===== src/mcm_pkg.sv =====
package mcm_pkg;

  // fixed field widths of the channels
  localparam int unsigned DATA_W = 32;
  localparam int unsigned COL_W  = 2;

  // defaults for the top-level parameters
  localparam int unsigned FRAC_BITS_DEF  = 16;
  localparam int unsigned ELEM_WIDTH_DEF = 32;

  // request opcodes
  localparam logic OP_LOAD = 1'b0;
  localparam logic OP_MUL  = 1'b1;

  // one request: a column of four elements
  typedef struct packed {
    logic                     opcode;
    logic [COL_W-1:0]         column;
    logic signed [DATA_W-1:0] elem0;
    logic signed [DATA_W-1:0] elem1;
    logic signed [DATA_W-1:0] elem2;
    logic signed [DATA_W-1:0] elem3;
  } req_t;

  // one result: a product column
  typedef struct packed {
    logic [COL_W-1:0]         out_column;
    logic signed [DATA_W-1:0] res0;
    logic signed [DATA_W-1:0] res1;
    logic signed [DATA_W-1:0] res2;
    logic signed [DATA_W-1:0] res3;
    logic                     saturated;
  } result_t;

  // control that travels with the data through the pipeline
  typedef struct packed {
    logic             valid;
    logic [COL_W-1:0] column;
  } tag_t;

endpackage


===== src/mcm_sat_stage.sv =====
module mcm_sat_stage #(
  parameter int unsigned FRAC_BITS  = mcm_pkg::FRAC_BITS_DEF,
  parameter int unsigned ELEM_WIDTH = mcm_pkg::ELEM_WIDTH_DEF
) (
  input  logic                           clk,
  input  logic                           rst,
  input  logic                           advance,
  input  mcm_pkg::tag_t                  tag_in,
  input  logic signed [2*ELEM_WIDTH+1:0] sum [4],
  output logic                           valid,
  output mcm_pkg::result_t               result
);

  localparam int unsigned SW = 2 * ELEM_WIDTH + 2;
  localparam logic [ELEM_WIDTH-1:0] EL_MAX = {1'b0, {(ELEM_WIDTH-1){1'b1}}};
  localparam logic [ELEM_WIDTH-1:0] EL_MIN = {1'b1, {(ELEM_WIDTH-1){1'b0}}};

  logic signed [SW-1:0]              shifted [4];
  logic signed [ELEM_WIDTH-1:0]      clip    [4];
  logic signed [mcm_pkg::DATA_W-1:0] wide    [4];
  logic [3:0]                        over;

  // floor shift, then clip to the element range
  always_comb begin
    for (int r = 0; r < 4; r++) begin
      shifted[r] = sum[r] >>> FRAC_BITS;
      over[r]    = !((&shifted[r][SW-1:ELEM_WIDTH-1]) || !(|shifted[r][SW-1:ELEM_WIDTH-1]));
      if (over[r]) begin
        clip[r] = shifted[r][SW-1] ? EL_MIN : EL_MAX;
      end else begin
        clip[r] = shifted[r][ELEM_WIDTH-1:0];
      end
      wide[r] = mcm_pkg::DATA_W'(clip[r]);
    end
  end

  // output register
  always_ff @(posedge clk) begin
    if (rst) begin
      valid <= 1'b0;
    end else if (advance) begin
      valid <= tag_in.valid;
    end
  end

  always_ff @(posedge clk) begin
    if (advance) begin
      result.out_column <= tag_in.column;
      result.res0       <= wide[0];
      result.res1       <= wide[1];
      result.res2       <= wide[2];
      result.res3       <= wide[3];
      result.saturated  <= |over;
    end
  end

endmodule


===== config.mk =====
export PLATFORM = sky130hd
export DESIGN_NAME = mcm_sat_stage
export DESIGN_NICKNAME = d
export VERILOG_FILES = /design/src/mcm_pkg.sv /design/src/mcm_sat_stage.sv
export SDC_FILE = /design/constraint.sdc
export NUM_CORES = 1
export LEC_CHECK = 0
export ABC_CLOCK_PERIOD_IN_PS = 2000
export BUFFER_PORTS_ARGS = -buffer_cell sky130_fd_sc_hd__buf_2
export CAP_MARGIN = 20
export CORE_AREA = 3 3 154 156
export CTS_BUF_LIST = sky130_fd_sc_hd__clkbuf_16
export CTS_CLUSTER_DIAMETER = 200
export DETAILED_ROUTE_END_ITERATION = 6
export DIE_AREA = 0 0 157 159
export PLACE_DENSITY = 0.51
export SLEW_MARGIN = 0
export SYNTH_ARGS = -nofsm -noshare
export SYNTH_HDL_FRONTEND = slang
export SYNTH_SLANG_ARGS = --single-unit

===== constraint.sdc =====
create_clock -name clk -period 2 [get_ports clk]
set_input_delay 0.2 -clock clk [delete_from_list [all_inputs] [get_ports clk]]
set_output_delay 0.2 -clock clk [all_outputs]
set_load 0.005 [all_outputs]

Yosys cells after proc, flatten, opt, wreduce, memory -nomap -nowiden
Index checks and enable logic that the tools add are counted.

word-level totals
  register bits after elaboration = 132
  output and inout port bits = 132
  word-level logic and storage cells = 36

operators by class
  mux-type cells = 8
  reduce and logical (&&, ||, !) cells = 21

operators by type and width
  cell                  number
  2-to-1 mux 32 bit     8
  AND reduction 19 bit  4
  OR reduction 19 bit   4
  zero test 1 bit       8
  logical OR 1 bit      4
  OR reduction 4 bit    1

Depth between registers and ports, before layout
  depth in word-level cells = 5
  gate-level depth with buffers = 6
  depth with buffers taken out = 5

Worst setup path after synthesis
Ideal clock, no wire load.

  kind = input to register
  from = input sum[256] (netlist bit)
  to = register result[118] (netlist bit) (data pin)
  arrival time = 1.243 ns
  data required time = 1.746 ns
  slack = 0.502 ns
  stages on the path = 6
  buffers on the path = 1
  path through = nor4_1 > nand4_1 > nor4_2 > a311oi_2 > buf_6 > a21o_2

RTL lines
  what             line                 source
  start, declared  mcm_sat_stage.sv:9   input logic signed [2*ELEM_WIDTH+1:0] sum [4],
  end, declared    mcm_sat_stage.sv:11  output mcm_pkg::result_t result

==> results.ini <==
[status]
status=completed

[clock_tree]
clockBufferDepth=2
cts_inserted_buffers=17
cts.sinks=132
h-tree-depth=4
clk_pin_slew_worst_paths_ns=0.06
root_buffer=clkbuf_16
cts_tree=done
insertion_delay_ns=0.40
cts_resized=0

[grt]
grt_pass1_wl_um=25200
grt_pass1_vias=4823
grt_max_degree=37
grt_usage=0.127
antenna_found_initial=0
overflow=0

[synthesis]
syn-num-nets=617
ys_ff_latch=132
synth_common_cells=edfxtp_1 (131), a21o_2 (85), a21o_1 (39)
ys_seq_area_frac=0.693
synth_cell_type_count=18
async_flop_share=0
netlist_area_um2=5700
avgSynthCellArea_um2=16.4
synth.largest_area_cell=edfxtp_1
synth.top_cells.by_area=edfxtp_1 (69%), a21o_2 (13%), a21o_1 (5.1%)
postSynthCellCount=347
ys.flop_type=edfxtp_1
synth_edf_count=131
yosysTopAreaCellShare=0.690
yosys_warnings=0
synth_most_common_cell=edfxtp_1

[critical_path]
slowest_delay_ns=0.30
critical_path.endpoint=result[82]$_DFFE_PP_
path_class=in2reg
crit_arrival_ns=1.59
crit_start=sum[190]
path_cells=buf_2 -> nor4_1 -> nand4_1 -> nor4_2 -> a311oi_4 -> buf_4 -> a21o_2
r2r_slack_ns=1.38
cpMaxStageDelayCell=nor4_2
r2r-start=valid$_SDFFE_PP0P_
cp-end-kind=flip-flop
required_ns=2.16
timing.rr.end=valid$_SDFFE_PP0P_
cp-start-kind=primary input
rr_worst_depth=2
crit_fanout=31

[route]
drc=0
wl_per_cell_um=16.5
vias=4457
postRouteAntennaNets=0
vias_per_cell=4.48
drt_iter0_markers=156
routed_wirelength_um=16400
dr.pass1.iters=4

[min_path]
hold_class=in2reg
hold_depth=1

[timing]
drv_slew=0
holdWs_ns=0.0523
rsz0062_at_grt=no
fmax_mhz=698
post-route-min-period_ns=1.43
clock_skew_ns=0
setup_tns_ns=0
post-route-period-util=0.716
setup_ws_ns=0.568
final-setup-viol-count=0
slew_headroom=0.683
worst_pin_slew_ns=0.475
hold_violations=0

[die]
die_w_um=157
start_util=0.253
die-area_um2=25000
core-area_um2=22500
ioPinCount=402
rows=55
dieHeight_um=159

[placement]
place_congestion=0.833
port_buffers=337
pre_cts_ws_ns=0.103
hpwl_um=12500

[layout]
antennaDiodeCount=0
nets=967
drive_gt1_frac=0.680
area_growth_syn_to_layout_pct=48.4

[power_and_ir_drop]
p_leak_nw=3.94
p_per_area_nw_per_um2=886
max-vdd-ir-drop_uv=470

[job]
max_cap_viol_count=0

-- repair_timing --
item,CTS,global route
hold buffers,3,0
setup buffers,0,0
hold endpoints to repair,3,0
-- cells by family (layout without fill, tap and decap cells) --
group / Yosys count / count (layout) / share of synthesized area
compound gates: 132 / 132 / 0.197
flops: 132 / 132 / 0.693
simple gates: 54 / 54 / 0.0597
buf+inv: 28 / 390 / 0.0480
mux: 1 / 1 / 0.00175
-- where the power goes --
| part | internal [mW] | switching [mW] | total [mW] |
|---|---|---|---|
| sequential | 3.28 | 0.0537 | 3.34 |
| clock | 2.20 | 1.20 | 3.40 |
| combinational | 0.410 | 0.348 | 0.758 |
-- placed cells by master (no fill, tap or decap), types with 5 or more instances in the layout --
cell	n
a21o_1	39
a21o_2	85
buf_12	10
buf_2	336
buf_4	9
bufinv_16	5
clkbuf_16	17
edfxtp_1	131
nand4_1	21
nor2_1	9
nor4_1	16
-- per-stage QoR --
| step | instance area [um2] | total power [mW] | utilization | cells |
|---|---|---|---|---|
| finish | 8470 | 7.50 | 0.376 | 994 |
| global route | 8470 | 7.83 | 0.376 | 994 |
| CTS | 8470 | 7.63 | 0.376 | 994 |
| detailed placement | 7800 | 4.17 | 0.347 | 960 |
| global placement | 7800 | 4.15 | 0.347 | 960 |
| floorplan | 5700 | 3.61 | - | 347 |
-- flip-flops by register name (all words and copies together), names as in the netlist --
| register | flops |
|---|---|
| valid | 1 |
| result | 131 |
-- critical path, delay by kind of cell --
kind,cells,cell delay (ns)
AND/OR/NAND/NOR,3,0.74
AO/OA/AOI/OAI,2,0.30
buffers and inverters,2,0.35
-- cell type report --
| cell class | count | area (um2) |
|---|---|---|
| tap | 285 | 357 |
| timing repair buffer | 359 | 1990 |
| sequential | 132 | 3950 |
| clock inverter | 14 | 211 |
| fill | 2215 | 14000 |
| clock buffer | 17 | 425 |
| multi-input combinational | 187 | 1530 |
-- worst min path at each step --
stage                   from                    to
detailed placement       rst    valid$_SDFFE_PP0P_
CTS                 sum[131]  result[64]$_DFFE_PP_
global route        sum[131]  result[64]$_DFFE_PP_
finish              sum[131]  result[64]$_DFFE_PP_
global placement         rst    valid$_SDFFE_PP0P_
floorplan                rst    valid$_SDFFE_PP0P_
-- per-layer routing --
layer / GRT usage / vias to the layer above / share of wire / wire length, um
met5: 0 / - / 0 / 0
met4: 0.0470 / 0 / 0.022 / 363
met3: 0.0454 / 27 / 0.091 / 1500
met2: 0.216 / 203 / 0.50 / 8250
met1: 0.146 / 2130 / 0.38 / 6280
li1: - / 2097 / - / -
Power figures use the tool's default switching activity.
