**config.mk**
```make
export PLATFORM = sky130hd
export DESIGN_NAME = mcm_sum_stage
export DESIGN_NICKNAME = d
export VERILOG_FILES = /design/src/mcm_pkg.sv /design/src/mcm_sum_stage.sv
export SDC_FILE = /design/constraint.sdc
export NUM_CORES = 2
export LEC_CHECK = 0
export ABC_CLOCK_PERIOD_IN_PS = 11500
export BUFFER_PORTS_ARGS = -buffer_cell sky130_fd_sc_hd__buf_2
export CAP_MARGIN = 10
export CORE_AREA = 2 2 501 503
export DETAILED_ROUTE_END_ITERATION = 6
export DIE_AREA = 0 0 503 505
export RECOVER_POWER = 50
export SLEW_MARGIN = 25
export SYNTH_ARGS = -nofsm -noshare
export SYNTH_HDL_FRONTEND = slang
export SYNTH_SLANG_ARGS = --single-unit
```
**constraint.sdc**
```tcl
create_clock -name clk -period 11.5 [get_ports clk]
set_clock_uncertainty 0.05 [all_clocks]
set_input_delay 3.45 -clock clk [delete_from_list [all_inputs] [get_ports clk]]
set_output_delay 3.45 -clock clk [all_outputs]
set_load 0.01 [all_outputs]
```
**src/mcm_pkg.sv**
```systemverilog
package mcm_pkg;

  // fixed field widths of the channels
  localparam int unsigned DATA_W = 32;
  localparam int unsigned COL_W  = 2;

  // defaults for the top-level parameters
  localparam int unsigned FRAC_BITS_DEF  = 16;
  localparam int unsigned ELEM_WIDTH_DEF = 32;

  // request opcodes
  localparam logic OP_LOAD = 1'b0;
  localparam logic OP_MUL  = 1'b1;

  // one request: a column of four elements
  typedef struct packed {
    logic                     opcode;
    logic [COL_W-1:0]         column;
    logic signed [DATA_W-1:0] elem0;
    logic signed [DATA_W-1:0] elem1;
    logic signed [DATA_W-1:0] elem2;
    logic signed [DATA_W-1:0] elem3;
  } req_t;

  // one result: a product column
  typedef struct packed {
    logic [COL_W-1:0]         out_column;
    logic signed [DATA_W-1:0] res0;
    logic signed [DATA_W-1:0] res1;
    logic signed [DATA_W-1:0] res2;
    logic signed [DATA_W-1:0] res3;
    logic                     saturated;
  } result_t;

  // control that travels with the data through the pipeline
  typedef struct packed {
    logic             valid;
    logic [COL_W-1:0] column;
  } tag_t;

endpackage

```
**src/mcm_sum_stage.sv**
```systemverilog
module mcm_sum_stage #(
  parameter int unsigned ELEM_WIDTH = mcm_pkg::ELEM_WIDTH_DEF
) (
  input  logic                             clk,
  input  logic                             rst,
  input  logic                             advance,
  input  mcm_pkg::tag_t                    tag_in,
  input  logic signed [2*ELEM_WIDTH-1:0]   prod [16],
  output mcm_pkg::tag_t                    tag_out,
  output logic signed [2*ELEM_WIDTH+1:0]   sum [4]
);

  localparam int unsigned PW  = 2 * ELEM_WIDTH;
  localparam int unsigned HW  = PW + 1;
  localparam int unsigned SW  = PW + 2;

  mcm_pkg::tag_t           tag_mid;
  logic signed [HW-1:0]    half [8];

  // first level: pairs of products
  always_ff @(posedge clk) begin
    if (rst) begin
      tag_mid.valid <= 1'b0;
    end else if (advance) begin
      tag_mid.valid <= tag_in.valid;
    end
    if (advance) begin
      tag_mid.column <= tag_in.column;
      for (int r = 0; r < 4; r++) begin
        half[r*2]   <= HW'(prod[r*4])   + HW'(prod[r*4+1]);
        half[r*2+1] <= HW'(prod[r*4+2]) + HW'(prod[r*4+3]);
      end
    end
  end

  // second level: full row sums, exact
  always_ff @(posedge clk) begin
    if (rst) begin
      tag_out.valid <= 1'b0;
    end else if (advance) begin
      tag_out.valid <= tag_mid.valid;
    end
    if (advance) begin
      tag_out.column <= tag_mid.column;
      for (int r = 0; r < 4; r++) begin
        sum[r] <= SW'(half[r*2]) + SW'(half[r*2+1]);
      end
    end
  end

endmodule

```
=== After elaboration in Yosys (flattened, before gate mapping) ===
Memories as Yosys holds them, arrays and structs flattened.
Index checks and enable logic that the tools add are counted.
W data, S select, Z words.

* Logic and storage cells: 23
* RAM bits: 520
* Memories kept: 1
* Register bits after elaboration: 270
* Output and inout port bits: 267

* Muxes and demuxes: 2
* Add/subtract/negate cells: 12

{| class="wikitable"
|+ Memory list
! name !! words !! bits a word !! read ports !! clocked after memory_dff !! write ports !! RTL line !! RTL
|-
| half || 8 || 65 || 8 || 0 || 8 || mcm_sum_stage.sv:18 || <nowiki>logic signed [HW-1:0] half [8];</nowiki>
|}

{| class="wikitable"
|+ Operators by type and width
! operator !! number
|-
| $add A64 B64 Y65 || 8
|-
| $add A65 B65 Y66 || 4
|-
| $mux W1 || 2
|}

=== Depth between registers and ports, before layout ===
* Word-level depth: 2
* Depth in mapped cells: 13

=== Worst setup path before layout ===
Ideal clock, no wire load.

* Kind: input port to flip-flop
* Start point: in prod[896] (netlist name)
* End point: mem half[0][60] (netlist name), data pin
* Stages: 12
* Setup slack: 5097 ps
* Arrival: 6088 ps
* Library setup time: 265 ps
* Buffers on the path: 0
* Cells stage by stage: ha_1 fa_1 a211oi_1 o21ai_0 o31a_1 and4_1 o2111a_1 o2111ai_1 a211oi_1 a31oi_1 o21ai_0 xor2_1

{| class="wikitable"
|+ RTL lines
! element !! RTL line !! RTL
|-
| start: declaration || mcm_sum_stage.sv:8 || <nowiki>input logic signed [2*ELEM_WIDTH-1:0] prod [16],</nowiki>
|-
| end: declaration || mcm_sum_stage.sv:18 ||
|}

=== Worst setup path after layout ===
* Start point: in advance
* End point: reg sum[101] (netlist name) (enable)

{| class="wikitable"
|+ RTL lines
! element !! RTL line !! RTL
|-
| start: declaration || mcm_sum_stage.sv:6 || <nowiki>input logic advance,</nowiki>
|-
| end signal: indexed assignment || mcm_sum_stage.sv:46 || <nowiki>sum[r] <= SW'(half[r*2]) + SW'(half[r*2+1]);</nowiki>
|-
| end: declaration || mcm_sum_stage.sv:10 || <nowiki>output logic signed [2*ELEM_WIDTH+1:0] sum [4]</nowiki>
|}

No word-level cell between the ends.

==> flow_summary.json <==
{
  "vias_per_cell": 5.44,
  "slew_headroom": -2.13,
  "slowest_stage": "clkbuf_1",
  "hold_viol_final": 0,
  "synthesis.area_mm2": 0.0689,
  "powerDensity_mw_per_mm2": 175,
  "pre_cts_ws_ps": 3410,
  "ys_seq_area_frac": 0.344,
  "layoutNonFillerInstCount": 12100,
  "postCtsSetupBuffers": 0,
  "firstDrtPassIters": 6,
  "crit_path_max_fanout": 78,
  "overflow": 0,
  "drt_iter0_markers": 5663,
  "dpl.cell_count": 11900,
  "htree_num_levels": 3,
  "start_util": 0.278,
  "boundaryPins": 1297,
  "synth_flop_cell": "edfxtp_1",
  "drive_above_1_share": 0.149,
  "cp.required_ps": 11730,
  "worst_slack_ps": 2940,
  "syn_to_final_growth_pct": 18.6,
  "finalSetupTns_ps": 0,
  "synth_warnings": 0,
  "dp_hpwl_um": 265000,
  "dieArea_mm2": 0.254,
  "vias": 65800,
  "cp_slowest_stage_delay_ps": 3210,
  "cp_cell_sequence": "clkbuf_1 -> clkbuf_1",
  "ys_ff_latch": 790,
  "drv_slew": 171,
  "fin_crit_sh": 0.744,
  "place_congestion": 1.00,
  "critPathKind": "in2reg",
  "critPathTopFamily": "buffers and inverters",
  "clock_latency_ps": 750,
  "peakVddDrop_uv": 118,
  "path_clk_slew_ps": 60,
  "synth_cells": 7537,
  "grt_pass1_wl_um": 439000,
  "synth-async-reset-ratio": 0,
  "p_leak_nw": 34.2,
  "violations": "capacitance limit, slew limit",
  "root_buffer": "clkbuf_16",
  "status": "finished with violations",
  "crit_top_cell": "clkbuf_1",
  "n_fill_cell": 26100,
  "rows": 183,
  "hold_class": "reg2reg",
  "antenna_found_initial": 46,
  "cts_tree": "built",
  "cts_sinks": 790,
  "drv_cap": 3,
  "utilization": 0.329,
  "finalSetupViolCount": 0,
  "wire_per_inst_um": 25.8,
  "grt_pass1_vias": 64600,
  "routed_wl_um": 312000,
  "antenna_left": 0,
  "drc": 0,
  "cts_buffers": 99,
  "grt_usage": 0.234,
  "worstSetupStartpointType": "input port",
  "clk_path_buf_depth": 3,
  "cts_resized": 0,
  "synth_area_per_cell_um2": 9.15,
  "grt_start_max_net_pins": 165,
  "fmax_mhz": 117,
  "core-area_mm2": 0.248,
  "chipHeight_um": 505,
  "yosysUniqueCellTypes": 97,
  "period_needed_ps": 8560,
  "synth.net_count": 9351,
  "nNetsFinal": 10500,
  "tightest_slew_ps": 4700,
  "grt_setup_unrepaired": "no",
  "io_buffers": 1296,
  "crit_arrival_ps": 8790,
  "die_w_um": 503,
  "crit_buf_inv": 2,
  "synth-edff-count": 788,
  "cts-hold-fix-buffers": 0,
  "end_kind": "flip-flop"
}
worst paths after layout:
kind,start,end,slack (ps),cells past startpoint
setup reg to reg,half[0][3]$_DFFE_PP_,sum[257]$_DFFE_PP_,6680,11
setup / recovery,advance,sum[101]$_DFFE_PP_,2940,2
hold reg to reg,tag_mid[1]$_DFFE_PP_,tag_out[1]$_DFFE_PP_,390,0
hold / removal,tag_mid[1]$_DFFE_PP_,tag_out[1]$_DFFE_PP_,390,0
stage by stage:
stage                     power (mW)  hold slack, ps  instance area [µm²]
after detailed placement        11.0             362                78700
after floorplan                 8.34             350                68900
final                           14.3             388                81700
after global placement          11.0             351                78700
after CTS                       14.5             382                82100
after global routing            15.1             401                81700
power by group:
part	internal [mW]	switching (mW)	leakage, nW
Sequential	4.19	0.541	7.73
Combinational	2.24	3.99	24.8
Clock	1.89	1.43	1.65
placed cells by master, fill, tap and decap left out, types with 16 or more instances in the layout:
master,instances
buf_2,1049
a21oi_1,917
edfxtp_1,788
ha_1,772
nand2_1,570
o21ai_0,489
nor2_1,469
xnor2_1,451
a21o_1,427
clkbuf_1,261
xor2_1,246
inv_1,230
nand4_1,215
o21bai_1,188
nor3_1,138
nand3_1,137
clkbuf_16,99
a31oi_1,96
a211oi_1,94
and3_1,79
nor2b_1,76
o21a_1,73
o211ai_1,65
o31ai_1,56
nand2b_1,50
or3_1,42
and2_1,39
a21boi_0,39
a221oi_1,33
nor4_1,26
a211o_1,26
a2111oi_0,25
and4_1,24
a311oi_1,21
o21ai_1,19
o2111ai_1,17
inv_6,16
buf_4,16
flip-flops by register name (all words and copies together), names as in the netlist:
signal,cells
half,520
sum,264
tag_mid,3
tag_out,3
synthesized netlist by cell type, drive strengths merged, types with 14 or more instances:
library cell | n | area share
a311oi | 22 | 0.0032
a21o | 427 | 0.046
nor4 | 26 | 0.0024
nor3 | 138 | 0.010
o211ai | 65 | 0.0072
and2 | 46 | 0.0042
nor2 | 469 | 0.026
a221oi | 35 | 0.0048
edfxtp | 788 | 0.34
nand3 | 137 | 0.0099
ha | 772 | 0.14
nor2b | 76 | 0.0069
o21ai | 511 | 0.037
nand4 | 215 | 0.020
and4 | 24 | 0.0030
clkbuf | 301 | 0.016
or3 | 42 | 0.0038
o2111ai | 17 | 0.0022
nand2 | 570 | 0.031
o31ai | 59 | 0.0066
o21bai | 188 | 0.020
nand2b | 50 | 0.0045
or2 | 15 | 0.0014
xor2 | 246 | 0.031
a21oi | 920 | 0.067
a31o | 18 | 0.0023
xnor2 | 451 | 0.057
a31oi | 96 | 0.0089
o31a | 14 | 0.0018
a211oi | 95 | 0.010
a21boi | 42 | 0.0046
inv | 230 | 0.013
and3 | 79 | 0.0072
a2111oi | 27 | 0.0035
o41ai | 16 | 0.0021
a211o | 27 | 0.0036
o21a | 73 | 0.0079
final cells by class:
type	count	area (µm²)	area share
multi-input cells	6206	43100	0.527
diodes	15	37.5	0.000459
flip-flops and latches	790	23700	0.290
repair buffers	1324	6410	0.0784
inverters	230	863	0.0106
clock inverters	80	970	0.0119
well taps	3330	4170	0.0510
clock buffers	105	2500	0.0306
cells by family after synthesis:
| group | after synthesis | share of synthesized area |
|---|---|---|
| mux | 12 | 0.00180 |
| fa+ha+maj | 784 | 0.144 |
| flops | 790 | 0.344 |
| xor+xnor | 697 | 0.0886 |
| compound gates | 2767 | 0.256 |
| buf+inv | 541 | 0.0298 |
| simple gates | 1946 | 0.137 |
layer usage:
layer | GRT usage | routed length (µm)
met5 | 0 | 57
met4 | 0.0992 | 14100
met3 | 0.0284 | 19300
met2 | 0.403 | 149000
met1 | 0.292 | 129000
Power figures use the tool's default switching activity.
